==> src/rtl/pbl_pkg.sv <==
`timescale 1ns / 1ps

package pbl_pkg;

   localparam int ADDR_W        = 26;
   localparam int PIX_W         = 32;
   localparam int CODE_W        = 8;
   localparam int PALETTE_DEPTH = 256;
   localparam int CSR_INDEX_W   = 3;
   localparam int CSR_DATA_W    = 15;
   localparam int QUEUE_DEPTH   = 4;

   // Item kinds.
   localparam logic REQ_LOAD  = 1'b0;
   localparam logic REQ_PIXEL = 1'b1;

   // Destination depth codes.
   localparam logic [1:0] DEPTH_1BPP  = 2'd0;
   localparam logic [1:0] DEPTH_8BPP  = 2'd1;
   localparam logic [1:0] DEPTH_16BPP = 2'd2;
   localparam logic [1:0] DEPTH_32BPP = 2'd3;

   // Register indexes.
   localparam logic [CSR_INDEX_W-1:0] CSR_PIXEL_DEPTH = 3'd0;
   localparam logic [CSR_INDEX_W-1:0] CSR_ROW_STRIDE  = 3'd1;
   localparam logic [CSR_INDEX_W-1:0] CSR_RECT_LEFT   = 3'd2;
   localparam logic [CSR_INDEX_W-1:0] CSR_RECT_TOP    = 3'd3;
   localparam logic [CSR_INDEX_W-1:0] CSR_RECT_COLS   = 3'd4;
   localparam logic [CSR_INDEX_W-1:0] CSR_RECT_ROWS   = 3'd5;

   // One queued operation: a palette load or a classified pixel write.
   typedef struct packed {
      logic              is_load;
      logic [CODE_W-1:0] index;
      logic [PIX_W-1:0]  value;
      logic [ADDR_W-1:0] addr;
      logic [2:0]        bitpos;
      logic [1:0]        depth;
      logic              done;
   } pbl_entry_type;

endpackage

==> src/rtl/pbl_queue.sv <==
`timescale 1ns / 1ps

module pbl_queue (
   input  logic                   clock,
   input  logic                   reset,
   input  logic                   push_valid,
   input  pbl_pkg::pbl_entry_type push_entry,
   output logic                   full,
   output logic                   head_valid,
   output pbl_pkg::pbl_entry_type head_entry,
   input  logic                   pop
);

   localparam int PTR_W = $clog2(pbl_pkg::QUEUE_DEPTH);

   pbl_pkg::pbl_entry_type slots_ff [pbl_pkg::QUEUE_DEPTH];
   logic [PTR_W-1:0] wr_ptr_ff, wr_ptr_in;
   logic [PTR_W-1:0] rd_ptr_ff, rd_ptr_in;
   logic [PTR_W:0]   level_ff, level_in;

   assign full       = (level_ff == (PTR_W + 1)'(pbl_pkg::QUEUE_DEPTH));
   assign head_valid = (level_ff != '0);
   assign head_entry = slots_ff[rd_ptr_ff];

   always_comb begin
      wr_ptr_in = push_valid ? wr_ptr_ff + PTR_W'(1) : wr_ptr_ff;
      rd_ptr_in = pop ? rd_ptr_ff + PTR_W'(1) : rd_ptr_ff;
      level_in  = level_ff + (PTR_W + 1)'(push_valid) - (PTR_W + 1)'(pop);
   end

   always_ff @(posedge clock) begin
      if (push_valid) begin
         slots_ff[wr_ptr_ff] <= push_entry;
      end
   end

   always_ff @(posedge clock) begin
      if (reset) begin
         wr_ptr_ff <= '0;
         rd_ptr_ff <= '0;
         level_ff  <= '0;
      end else begin
         wr_ptr_ff <= wr_ptr_in;
         rd_ptr_ff <= rd_ptr_in;
         level_ff  <= level_in;
      end
   end

endmodule

==> config.mk <==
export PLATFORM = sky130hd
export DESIGN_NAME = pbl_queue
export DESIGN_NICKNAME = d
export VERILOG_FILES = /design/src/rtl/pbl_pkg.sv /design/src/rtl/pbl_queue.sv
export SDC_FILE = /design/constraint.sdc
export NUM_CORES = 1
export LEC_CHECK = 0
export BUFFER_PORTS_ARGS = -buffer_cell sky130_fd_sc_hd__buf_2
export CORE_MARGIN = 2
export CORE_UTILIZATION = 51
export DETAILED_ROUTE_END_ITERATION = 10
export PLACE_DENSITY_LB_ADDON = 0.12
export SLEW_MARGIN = 20
export SYNTH_ARGS = -nofsm -noshare
export SYNTH_HDL_FRONTEND = slang
export SYNTH_SLANG_ARGS = --single-unit
==> constraint.sdc <==
create_clock -name clock -period 2.6 [get_ports clock]
set_clock_uncertainty 0.2 [all_clocks]
set_input_delay 0.39 -clock clock [delete_from_list [all_inputs] [get_ports clock]]
set_output_delay 0.39 -clock clock [all_outputs]
set_load 0.02 [all_outputs]
==> flow_summary_export.csv <==
group,metric,value,unit
layout,fin_area,14100,um^2
run_status,status,"finished, final reports clean",
floorplan,core,21200,um^2
grt,grt_pass1_wl,30000,um
grt,antenna_found_initial,1,
critical_path,cp_slowest_cell,"mux4_2",
critical_path,cp_max_fo,7,
synth,syn_avg_cell_area,26.1,um^2
drt,wl_met2,10100,um
sta,slew_headroom,66.6,%
critical_path,path_cells,"buf_12 > clkbuf_16 > mux4_2 > buf_2",
layout,drive_gt1_share,41.7,%
power,finalPower,11000,uW
drt,drtPass1Iterations,4,
layout,nets,779,
synth,syn-num-nets,507,
sta,holdWs,0.0320,ns
clocking,cts_root_buf,"clkbuf_16",
sta,fin_crit,2.54,ns
clocking,cts_buffers,30,
grt,grt_overflow,0,
critical_path,crit_required,2.01,ns
layout,diodes,0,
clocking,clock-sinks,301,
sta,hold_viol_final,0,
drt,wl_met1,8690,um
layout,syn_to_final_growth,27.5,%
drt,remaining_drc_errors,0,
floorplan,io_pins,152,
synth,ys_ff_latch,301,
floorplan,start_util,52.2,%
drt,vias_per_cell,5.29,
placed_design,gp_congestion,0.734,
placed_design,place_area,12200,um^2
critical_path,start_kind,"flip-flop",
drt,ant_nets,0,
sta,setup_violations,0,
clocking,clk_latency,0.53,ns
power,leakage,0.00488,uW
drt,wl_per_cell,20.2,um
placed_design,hpwl,11800,um
worst_hold_path,min-delay-path-class,"input pin to flip-flop",
clocking,cts_tree,"yes",
grt,grt_max_degree,41,
layout,fill_cells,1398,
synth,syn-cell-area,11000,um^2
sta,worstMarginPinSlew,0.501,ns
sta,rsz0062_at_grt,"true",
floorplan,row_count,53,
critical_path,r2r-start,"level_ff[0]$_SDFF_PP0_",
floorplan,die_x,151,um
sta,min_period_over_period,97.6,%
flow_run,maxCapViolCount,0,
power,ir_drop,0.648,mV
critical_path,path_class,"flip-flop to primary output",
floorplan,die_h,151,um
drt,drtIter0Drc,271,
floorplan,dieArea,22900,um^2
clocking,cts_buffer_depth,3,
layout,fin_util,66.6,%
worst_hold_path,min_from,"push_valid",
drt,wl_met3,927,um
placed_design,port_buffers,151,
sta,timing.fmax,394,MHz
drt,wirelength,20000,um
critical_path,end_kind,"primary output",
synth,yosys_warnings,0,
synth,synth_cells,423,
synth,seq_area_frac_synth,81.0,%
sta,slew_violations,0,
grt,grt_pass1_vias,5613,
clocking,clk_pin_slew,0.06,ns
synth,ys_types,22,
critical_path,cp_data_arrival_time,1.95,ns
drt,num_vias,5248,
grt,grt_usage,17.5,%
drt,maxUsedRoutingLayer,"met5",
clocking,cts_max_level,1,
critical_path,crit_path_max_incr_delay,0.50,ns
power,powerDensity,778,nW/um^2
[synth_stat cells]
library cell / number / area share [%]
dfxtp_1: 9 / 1.6
a21oi_1: 1 / 0.045
clkbuf_2: 1 / 0.045
ha_1: 6 / 0.68
mux4_1: 1 / 0.24
a21bo_2: 1 / 0.091
or3_1: 1 / 0.057
xnor2_1: 2 / 0.16
and3_1: 1 / 0.057
mux4_2: 72 / 15
and2_1: 4 / 0.23
nor2b_1: 2 / 0.11
nor2_1: 5 / 0.17
nand3b_1: 1 / 0.068
fa_1: 1 / 0.18
buf_2: 7 / 0.32
buf_12: 7 / 1.3
mux2i_1: 1 / 0.091
xor3_1: 1 / 0.22
edfxtp_1: 292 / 79
inv_1: 6 / 0.20
buf_6: 1 / 0.10
[what timing repair did]
item,4_1_cts,5_1_grt
gates resized for setup,1,9
endpoints found under the hold margin,301,0
endpoints found under the setup margin,64,47
setup buffers,2,4
hold buffers,75,0
gates cloned,0,5
[per-stage QoR]
step	setup slack [ns]	setup TNS (ns)	cells
5_1_grt	-0.00292	-0.00368	992
6_report	0.0617	0	992
3_5_place_dp	0.404	0	852
3_3_place_gp	0.403	0	852
2_1_floorplan	0.510	0	423
4_1_cts	-0.0329	-0.355	983
[worst paths after layout]
check	endpoint	slack, ns	cells past startpoint
max	head_entry[1]	0.06	4
max reg2reg	level_ff[2]$_SDFF_PP0_	0.64	7
min reg2reg	flip-flop	0.35	2
min	wr_ptr_ff[0]$_SDFFE_PP0P_	0.03	3
[registers in the layout, indices dropped and copies added, names as in the netlist, named ones only]
signal	count
wr_ptr_ff	2
level_ff	3
rd_ptr_ff	2
slots_ff	292
[report_power, final]
part	internal, uW	total [uW]	switching [uW]
clock network	2350	3980	1630
registers	5570	5640	61.8
logic	638	1350	710
total	8570	11000	2400
[cell families after synthesis]
| kind of cell | Yosys count | synth area share, % |
|---|---|---|
| flip-flops | 301 | 81.0 |
| multiplexers | 74 | 15.0 |
| buffers and inverters | 22 | 1.94 |
| AND/OR/NAND/NOR | 14 | 0.691 |
| adder cells (fa/ha/maj) | 7 | 0.861 |
| XOR/XNOR | 3 | 0.374 |
| AO/OA/AOI/OAI | 2 | 0.136 |
[critical path: cells and delay by family (launching register included)]
kind	cells	cell delay, ns
multiplexers	1	0.50
flip-flops	1	0.40
buffers and inverters	3	0.50
[layout by cell type (no fill, tap or decap), types with 2 or more instances in the layout]
cell type and count:
clkinv_2 4, buf_12 8, xnor2_1 2, inv_1 6, clkinv_1 9, buf_6 5
ha_1 6, buf_4 13, dlygate4sd3_1 75, nor2_1 5, mux4_2 73, nor2b_1 2
and2_4 4, clkbuf_1 7, buf_2 149, clkbuf_16 35, bufinv_16 2, dfxtp_1 7
edfxtp_1 292, dfxtp_4 2
[layer usage]
metal	vias to the layer above	global-route usage, %
li1	2356	-
met1	2725	24.0
met2	139	29.2
met3	26	3.61
met4	2	4.16
met5	-	0
[layout make-up]
| cell class | count | area, um^2 | area share (%) |
|---|---|---|---|
| repair buffers | 256 | 1950 | 13.9 |
| clock buffers | 38 | 802 | 5.69 |
| inverters | 6 | 22.5 | 0.160 |
| well taps | 275 | 344 | 2.44 |
| flip-flops and latches | 301 | 8960 | 63.6 |
| multi-input cells | 100 | 1890 | 13.4 |
| clock inverters | 16 | 121 | 0.861 |
Power figures use the tool's default switching activity.
