### config.mk
export PLATFORM = sky130hd
export DESIGN_NAME = pbl_front
export DESIGN_NICKNAME = d
export VERILOG_FILES = /design/src/rtl/pbl_pkg.sv /design/src/rtl/pbl_front.sv
export SDC_FILE = /design/constraint.sdc
export NUM_CORES = 1
export LEC_CHECK = 0
export ABC_AREA = 1
export BUFFER_PORTS_ARGS = -buffer_cell sky130_fd_sc_hd__buf_4
export CAP_MARGIN = 10
export CORE_UTILIZATION = 40
export DETAILED_ROUTE_END_ITERATION = 7
export SYNTH_ARGS = -nofsm -noshare
export SYNTH_HDL_FRONTEND = slang
export SYNTH_SLANG_ARGS = --single-unit
### constraint.sdc
create_clock -name clock -period 11.4 [get_ports clock]
set_clock_uncertainty 0.15 [all_clocks]
set_input_delay 1.71 -clock clock [delete_from_list [all_inputs] [get_ports clock]]
set_output_delay 1.71 -clock clock [all_outputs]
set_load 0.1 [all_outputs]
### src/rtl/pbl_pkg.sv
`timescale 1ns / 1ps

package pbl_pkg;

   localparam int ADDR_W        = 26;
   localparam int PIX_W         = 32;
   localparam int CODE_W        = 8;
   localparam int PALETTE_DEPTH = 256;
   localparam int CSR_INDEX_W   = 3;
   localparam int CSR_DATA_W    = 15;
   localparam int QUEUE_DEPTH   = 4;

   // Item kinds.
   localparam logic REQ_LOAD  = 1'b0;
   localparam logic REQ_PIXEL = 1'b1;

   // Destination depth codes.
   localparam logic [1:0] DEPTH_1BPP  = 2'd0;
   localparam logic [1:0] DEPTH_8BPP  = 2'd1;
   localparam logic [1:0] DEPTH_16BPP = 2'd2;
   localparam logic [1:0] DEPTH_32BPP = 2'd3;

   // Register indexes.
   localparam logic [CSR_INDEX_W-1:0] CSR_PIXEL_DEPTH = 3'd0;
   localparam logic [CSR_INDEX_W-1:0] CSR_ROW_STRIDE  = 3'd1;
   localparam logic [CSR_INDEX_W-1:0] CSR_RECT_LEFT   = 3'd2;
   localparam logic [CSR_INDEX_W-1:0] CSR_RECT_TOP    = 3'd3;
   localparam logic [CSR_INDEX_W-1:0] CSR_RECT_COLS   = 3'd4;
   localparam logic [CSR_INDEX_W-1:0] CSR_RECT_ROWS   = 3'd5;

   // One queued operation: a palette load or a classified pixel write.
   typedef struct packed {
      logic              is_load;
      logic [CODE_W-1:0] index;
      logic [PIX_W-1:0]  value;
      logic [ADDR_W-1:0] addr;
      logic [2:0]        bitpos;
      logic [1:0]        depth;
      logic              done;
   } pbl_entry_type;

endpackage

### src/rtl/pbl_front.sv
`timescale 1ns / 1ps

module pbl_front #(
   parameter int MAX_DIM = 4096
) (
   input  logic                               clock,
   input  logic                               reset,
   input  logic                               req_valid,
   output logic                               req_stall,
   input  logic                               req_type,
   input  logic [pbl_pkg::CODE_W-1:0]         req_entry_index,
   input  logic [pbl_pkg::PIX_W-1:0]          req_entry_value,
   input  logic [pbl_pkg::CODE_W-1:0]         req_pixel_code,
   input  logic                               csr_valid,
   input  logic [pbl_pkg::CSR_INDEX_W-1:0]    csr_index,
   input  logic [pbl_pkg::CSR_DATA_W-1:0]     csr_data,
   input  logic                               q_full,
   output logic                               push_valid,
   output pbl_pkg::pbl_entry_type             push_entry
);

   localparam int CNT_W = $clog2(MAX_DIM);
   localparam int CMP_W = (CNT_W + 1 > 13) ? CNT_W + 1 : 13;
   localparam int COL_W = CMP_W + 1;
   localparam int AW    = pbl_pkg::ADDR_W;

   logic [1:0]       pixel_depth_ff, pixel_depth_in;
   logic [14:0]      row_stride_ff, row_stride_in;
   logic [11:0]      rect_left_ff, rect_left_in;
   logic [11:0]      rect_top_ff, rect_top_in;
   logic [12:0]      rect_cols_ff, rect_cols_in;
   logic [12:0]      rect_rows_ff, rect_rows_in;
   logic [CNT_W-1:0] col_count_ff, col_count_in;
   logic [CNT_W-1:0] row_count_ff, row_count_in;
   logic [AW-1:0]    row_base_ff, row_base_in;
   logic [AW-1:0]    start_base_ff, start_base_in;
   logic             restart_ff, restart_in;

   logic             accept;
   logic             csr_hit;
   logic [CMP_W-1:0] cols_eff, rows_eff, col_next, row_next;
   logic             col_wrap, row_wrap;
   logic [COL_W-1:0] col;
   logic [AW-1:0]    col_offset;
   logic [26:0]      top_product;

   // The start-of-rectangle base needs a multiply, so it is settled in the
   // cycle after a register write while items are held off.
   assign req_stall = q_full | restart_ff;
   assign accept    = req_valid & ~req_stall;

   always_comb begin
      csr_hit = 1'b0;
      if (csr_valid) begin
         unique case (csr_index)
            pbl_pkg::CSR_PIXEL_DEPTH, pbl_pkg::CSR_ROW_STRIDE, pbl_pkg::CSR_RECT_LEFT,
            pbl_pkg::CSR_RECT_TOP, pbl_pkg::CSR_RECT_COLS, pbl_pkg::CSR_RECT_ROWS:
               csr_hit = 1'b1;
            default: csr_hit = 1'b0;
         endcase
      end
   end

   always_comb begin
      if (rect_cols_ff == 13'd0) begin
         cols_eff = CMP_W'(1);
      end else if (CMP_W'(rect_cols_ff) > CMP_W'(MAX_DIM)) begin
         cols_eff = CMP_W'(MAX_DIM);
      end else begin
         cols_eff = CMP_W'(rect_cols_ff);
      end
      if (rect_rows_ff == 13'd0) begin
         rows_eff = CMP_W'(1);
      end else if (CMP_W'(rect_rows_ff) > CMP_W'(MAX_DIM)) begin
         rows_eff = CMP_W'(MAX_DIM);
      end else begin
         rows_eff = CMP_W'(rect_rows_ff);
      end
   end

   assign col_next = CMP_W'(col_count_ff) + CMP_W'(1);
   assign row_next = CMP_W'(row_count_ff) + CMP_W'(1);
   assign col_wrap = col_next >= cols_eff;
   assign row_wrap = row_next >= rows_eff;
   assign col      = COL_W'(rect_left_ff) + COL_W'(col_count_ff);

   always_comb begin
      unique case (pixel_depth_ff)
         pbl_pkg::DEPTH_1BPP:  col_offset = AW'(col >> 3);
         pbl_pkg::DEPTH_8BPP:  col_offset = AW'(col);
         pbl_pkg::DEPTH_16BPP: col_offset = AW'(col) << 1;
         default:              col_offset = AW'(col) << 2;
      endcase
   end

   assign top_product = 27'(rect_top_ff) * 27'(row_stride_ff);

   always_comb begin
      push_valid              = accept;
      push_entry.is_load      = (req_type == pbl_pkg::REQ_LOAD);
      push_entry.index        = (req_type == pbl_pkg::REQ_LOAD) ? req_entry_index
                                                               : req_pixel_code;
      push_entry.value        = req_entry_value;
      push_entry.addr         = row_base_ff + col_offset;
      push_entry.bitpos       = 3'd7 - col[2:0];
      push_entry.depth        = pixel_depth_ff;
      push_entry.done         = col_wrap & row_wrap;
   end

   always_comb begin
      pixel_depth_in = pixel_depth_ff;
      row_stride_in  = row_stride_ff;
      rect_left_in   = rect_left_ff;
      rect_top_in    = rect_top_ff;
      rect_cols_in   = rect_cols_ff;
      rect_rows_in   = rect_rows_ff;
      col_count_in   = col_count_ff;
      row_count_in   = row_count_ff;
      row_base_in    = row_base_ff;
      start_base_in  = start_base_ff;
      restart_in     = 1'b0;

      if (restart_ff) begin
         start_base_in = top_product[AW-1:0];
         row_base_in   = top_product[AW-1:0];
      end

      if (accept && req_type == pbl_pkg::REQ_PIXEL) begin
         if (col_wrap) begin
            col_count_in = '0;
            if (row_wrap) begin
               row_count_in = '0;
               row_base_in  = start_base_ff;
            end else begin
               row_count_in = row_next[CNT_W-1:0];
               row_base_in  = row_base_ff + AW'(row_stride_ff);
            end
         end else begin
            col_count_in = col_next[CNT_W-1:0];
         end
      end

      if (csr_hit) begin
         unique case (csr_index)
            pbl_pkg::CSR_PIXEL_DEPTH: pixel_depth_in = csr_data[1:0];
            pbl_pkg::CSR_ROW_STRIDE:  row_stride_in  = csr_data[14:0];
            pbl_pkg::CSR_RECT_LEFT:   rect_left_in   = csr_data[11:0];
            pbl_pkg::CSR_RECT_TOP:    rect_top_in    = csr_data[11:0];
            pbl_pkg::CSR_RECT_COLS:   rect_cols_in   = csr_data[12:0];
            default:                  rect_rows_in   = csr_data[12:0];
         endcase
         col_count_in = '0;
         row_count_in = '0;
         restart_in   = 1'b1;
      end
   end

   always_ff @(posedge clock) begin
      if (reset) begin
         pixel_depth_ff <= pbl_pkg::DEPTH_8BPP;
         row_stride_ff  <= 15'd1024;
         rect_left_ff   <= '0;
         rect_top_ff    <= '0;
         rect_cols_ff   <= 13'd1;
         rect_rows_ff   <= 13'd1;
         col_count_ff   <= '0;
         row_count_ff   <= '0;
         row_base_ff    <= '0;
         start_base_ff  <= '0;
         restart_ff     <= 1'b0;
      end else begin
         pixel_depth_ff <= pixel_depth_in;
         row_stride_ff  <= row_stride_in;
         rect_left_ff   <= rect_left_in;
         rect_top_ff    <= rect_top_in;
         rect_cols_ff   <= rect_cols_in;
         rect_rows_ff   <= rect_rows_in;
         col_count_ff   <= col_count_in;
         row_count_ff   <= row_count_in;
         row_base_ff    <= row_base_in;
         start_base_ff  <= start_base_in;
         restart_ff     <= restart_in;
      end
   end

endmodule

==> results.ini <==
[outcome]
outcome = completed

[final_layout]
final_cells = 3103
drive_above_1_share_pct = 5.640
final_cell_mix = 759 x nand2_1, 454 x inv_1, 266 x nor2_1
post-route-util_pct = 43.72
final_common_cell = nand2_1
final_nets = 2894
area_growth_pct = 7.746
antennaDiodeCount = 0

[sta]
tns_ps = 0
period_needed_ps = 6254
tightest_slew_ps = 986.7
max_slew_margin_pct = 33.98
final.period_utilization_pct = 54.86
setup_viol = 0
fmax_mhz = 159.9
hold_viol = 0
timing.final.ws_setup_ps = 5146
rsz0062_at_grt = false
final-max-slew-violation-count = 0

[synthesis]
post-synth-top-area-cell = dfxtp_1
synth_area_per_cell_sq_um = 6.454
synth.cell_area_sq_um = 16610
synth-seq-area-share_pct = 17.36
synth_cells = 2573
synth_top_area_share_pct = 17.36
yosysUniqueCellTypes = 47
ys_warn_count = 0
ys_top_cells_by_area = dfxtp_1 17%, nand2_1 17%, fa_1 16%, inv_1 10%, ha_1 9.9%
ys_ff_latch = 144
synth.net_count = 2909

[place]
dp_hpwl_mm = 38.08
routabilityCongestion = 0.9284
place_inst = 3071
io_buffers = 82
place_ws_ps = 5597

[route]
dr.first_iter.drc_count = 1127
drcViolationCount = 0
route.antenna.remaining_nets = 0
viasPerCell = 5.133
wl_per_cell_um = 15.64
vias = 15930
dr.pass1.iters = 5
route.final.wire_length_mm = 48.54

[cts]
clockBufferDepth = 2
root_buffer = clkbuf_16
clock_sinks = 144
clkLatencyLatePin_ps = 440
cts_resized = 0
hold_buffers = 0
cts_tree = yes
clk_pin_slew_worst_paths_ps = 70
cts_buffers = 17
cts_htree_levels = 4
postCtsSetupRepairBufs = 0

[global_routing]
busiest_layer = met2
grt_pass1_wl_mm = 78.83
first_global_vias = 15330
antenna_found_initial = 0
met3_usage_pct = 2.851
gr-total-overflow = 0
grtUsageTotal_pct = 23.79
grtUsageMet1_pct = 30.48
use_met2_pct = 41.07
grt_max_degree = 55

[critical_path]
cp-end-kind = primary output
crit_fanout = 5
crit_arrival_ps = 4390
cp-start-kind = flop
critical_path_required_ps = 9540
reg2reg_slack_ps = 5700
worstSetupPathType = flop to primary output

[hold_path]
hold_path_class = flop to flop

[floorplanning]
fp.coreArea_sq_um = 40920
die_h_um = 205.8
pin_count = 147
rows = 74
initial_utilization_pct = 40.58
die_w_um = 205.8
fp.dieArea_sq_um = 42330

[power_and_ir_drop]
power_frac_comb_pct = 23.9
p_leak_nw = 9.618
p_per_area_nw_per_um2 = 81.88
p_int_mw = 0.9155
pwr-share-clk_pct = 38.5
p_sw_share_pct = 37.51
p_switching_mw = 0.5495
peakVddDrop_uv = 106.9
p_seq_share_pct = 37.7

[run]
maxCapViolations = 0

-- through the flow --
step                      total power [mW]  hold slack [ps]  instance area [sq um]
final                                1.465            314.6                  17890
after global placement              0.9081            298.4                  17310
after detailed placement            0.9108            306.2                  17310
after CTS                            1.473            315.7                  17890
after global routing                 1.523            323.5                  17890
after floorplan                     0.8593            286.2                  16610
-- worst max-delay path, stage by stage, from the launching register on --
cell,delay [ps]
dfxtp_1,360
ha_1,250
fa_1,410
nand2_1,80
nand2_1,50
nand2_1,80
nand2_1,90
nand2_1,90
nand2_1,50
o21ai_0,90
xnor2_1,230
nand2_1,90
a22oi_1,170
ha_1,310
a21oi_1,140
o21ai_1,110
a21oi_1,390
o21ai_2,180
a21oi_2,290
o21ai_0,120
nand2_1,80
buf_4,280
-- layer usage --
metal,vias to the layer above,wire (um)
met5,-,0
met4,0,1198
met3,70,2062
met2,353,23280
met1,7644,22000
li1,7861,-
-- flip-flops by register name (all words and copies together) (netlist names), 12 cells and up --
name	flops
row_base_ff	26
start_base_ff	26
row_stride_ff	15
rect_cols_ff	13
rect_rows_ff	13
col_count_ff	12
rect_left_ff	12
rect_top_ff	12
row_count_ff	12
-- Yosys cell counts, drive strengths merged --
| cell type | instances |
|---|---|
| o22ai | 8 |
| nand3 | 146 |
| a31oi | 4 |
| o211a | 1 |
| a22oi | 6 |
| o21a | 1 |
| fa | 132 |
| xor2 | 42 |
| a21boi | 2 |
| nor4 | 10 |
| o2bb2ai | 1 |
| nand4 | 29 |
| o21ai | 100 |
| nor3 | 16 |
| and3 | 3 |
| xnor2 | 13 |
| buf | 58 |
| o2111ai | 1 |
| o211ai | 2 |
| clkinv | 5 |
| and2 | 4 |
| nand3b | 12 |
| a21o | 1 |
| o21bai | 7 |
| o221ai | 1 |
| nand2 | 761 |
| dfxtp | 144 |
| a21oi | 136 |
| nand2b | 1 |
| ha | 132 |
| inv | 457 |
| nor2 | 267 |
| or2 | 4 |
| clkbuf | 66 |
-- power by group through the flow --
stage / logic (mW) / registers (mW) / clock network (mW)
5_1_grt: 0.379 / 0.554 / 0.590
3_3_place_gp: 0.346 / 0.562 / 0
3_5_place_dp: 0.349 / 0.562 / 0
6_report: 0.350 / 0.552 / 0.563
4_1_cts: 0.350 / 0.551 / 0.572
2_1_floorplan: 0.319 / 0.541 / 0
-- worst paths after layout --
| kind | depth (start not counted) | end | startpoint |
|---|---|---|---|
| max | 21 | push_entry[24] | col_count_ff[0] |
| min | 2 | start_base_ff[1] | start_base_ff[1] |
| max reg2reg | 22 | row_base_ff[22] | rect_top_ff[3] |
| min reg2reg | 2 | start_base_ff[1] | start_base_ff[1] |
-- cell type report --
class,instances,area (sq um)
clock inverter,15,155.1
sequential,144,2883
inverter,462,1735
timing repair buffer,90,675.6
tap,532,665.6
clock buffer,17,425.4
multi-input combinational,1843,11350
fill,4364,23030
-- cell families (layout without fill, tap and decap cells) --
group                    Yosys count  in the layout  share of synthesized area, %
AO/OA/AOI/OAI                    271            271                         8.898
XOR/XNOR                          55             55                         2.901
adder cells (fa/ha/maj)          264            264                         25.86
buffers and inverters            586            584                         14.28
flip-flops                       144            144                         17.36
AND/OR/NAND/NOR                 1253           1253                         30.70
Note: power is estimated with default switching activity, not from simulation.
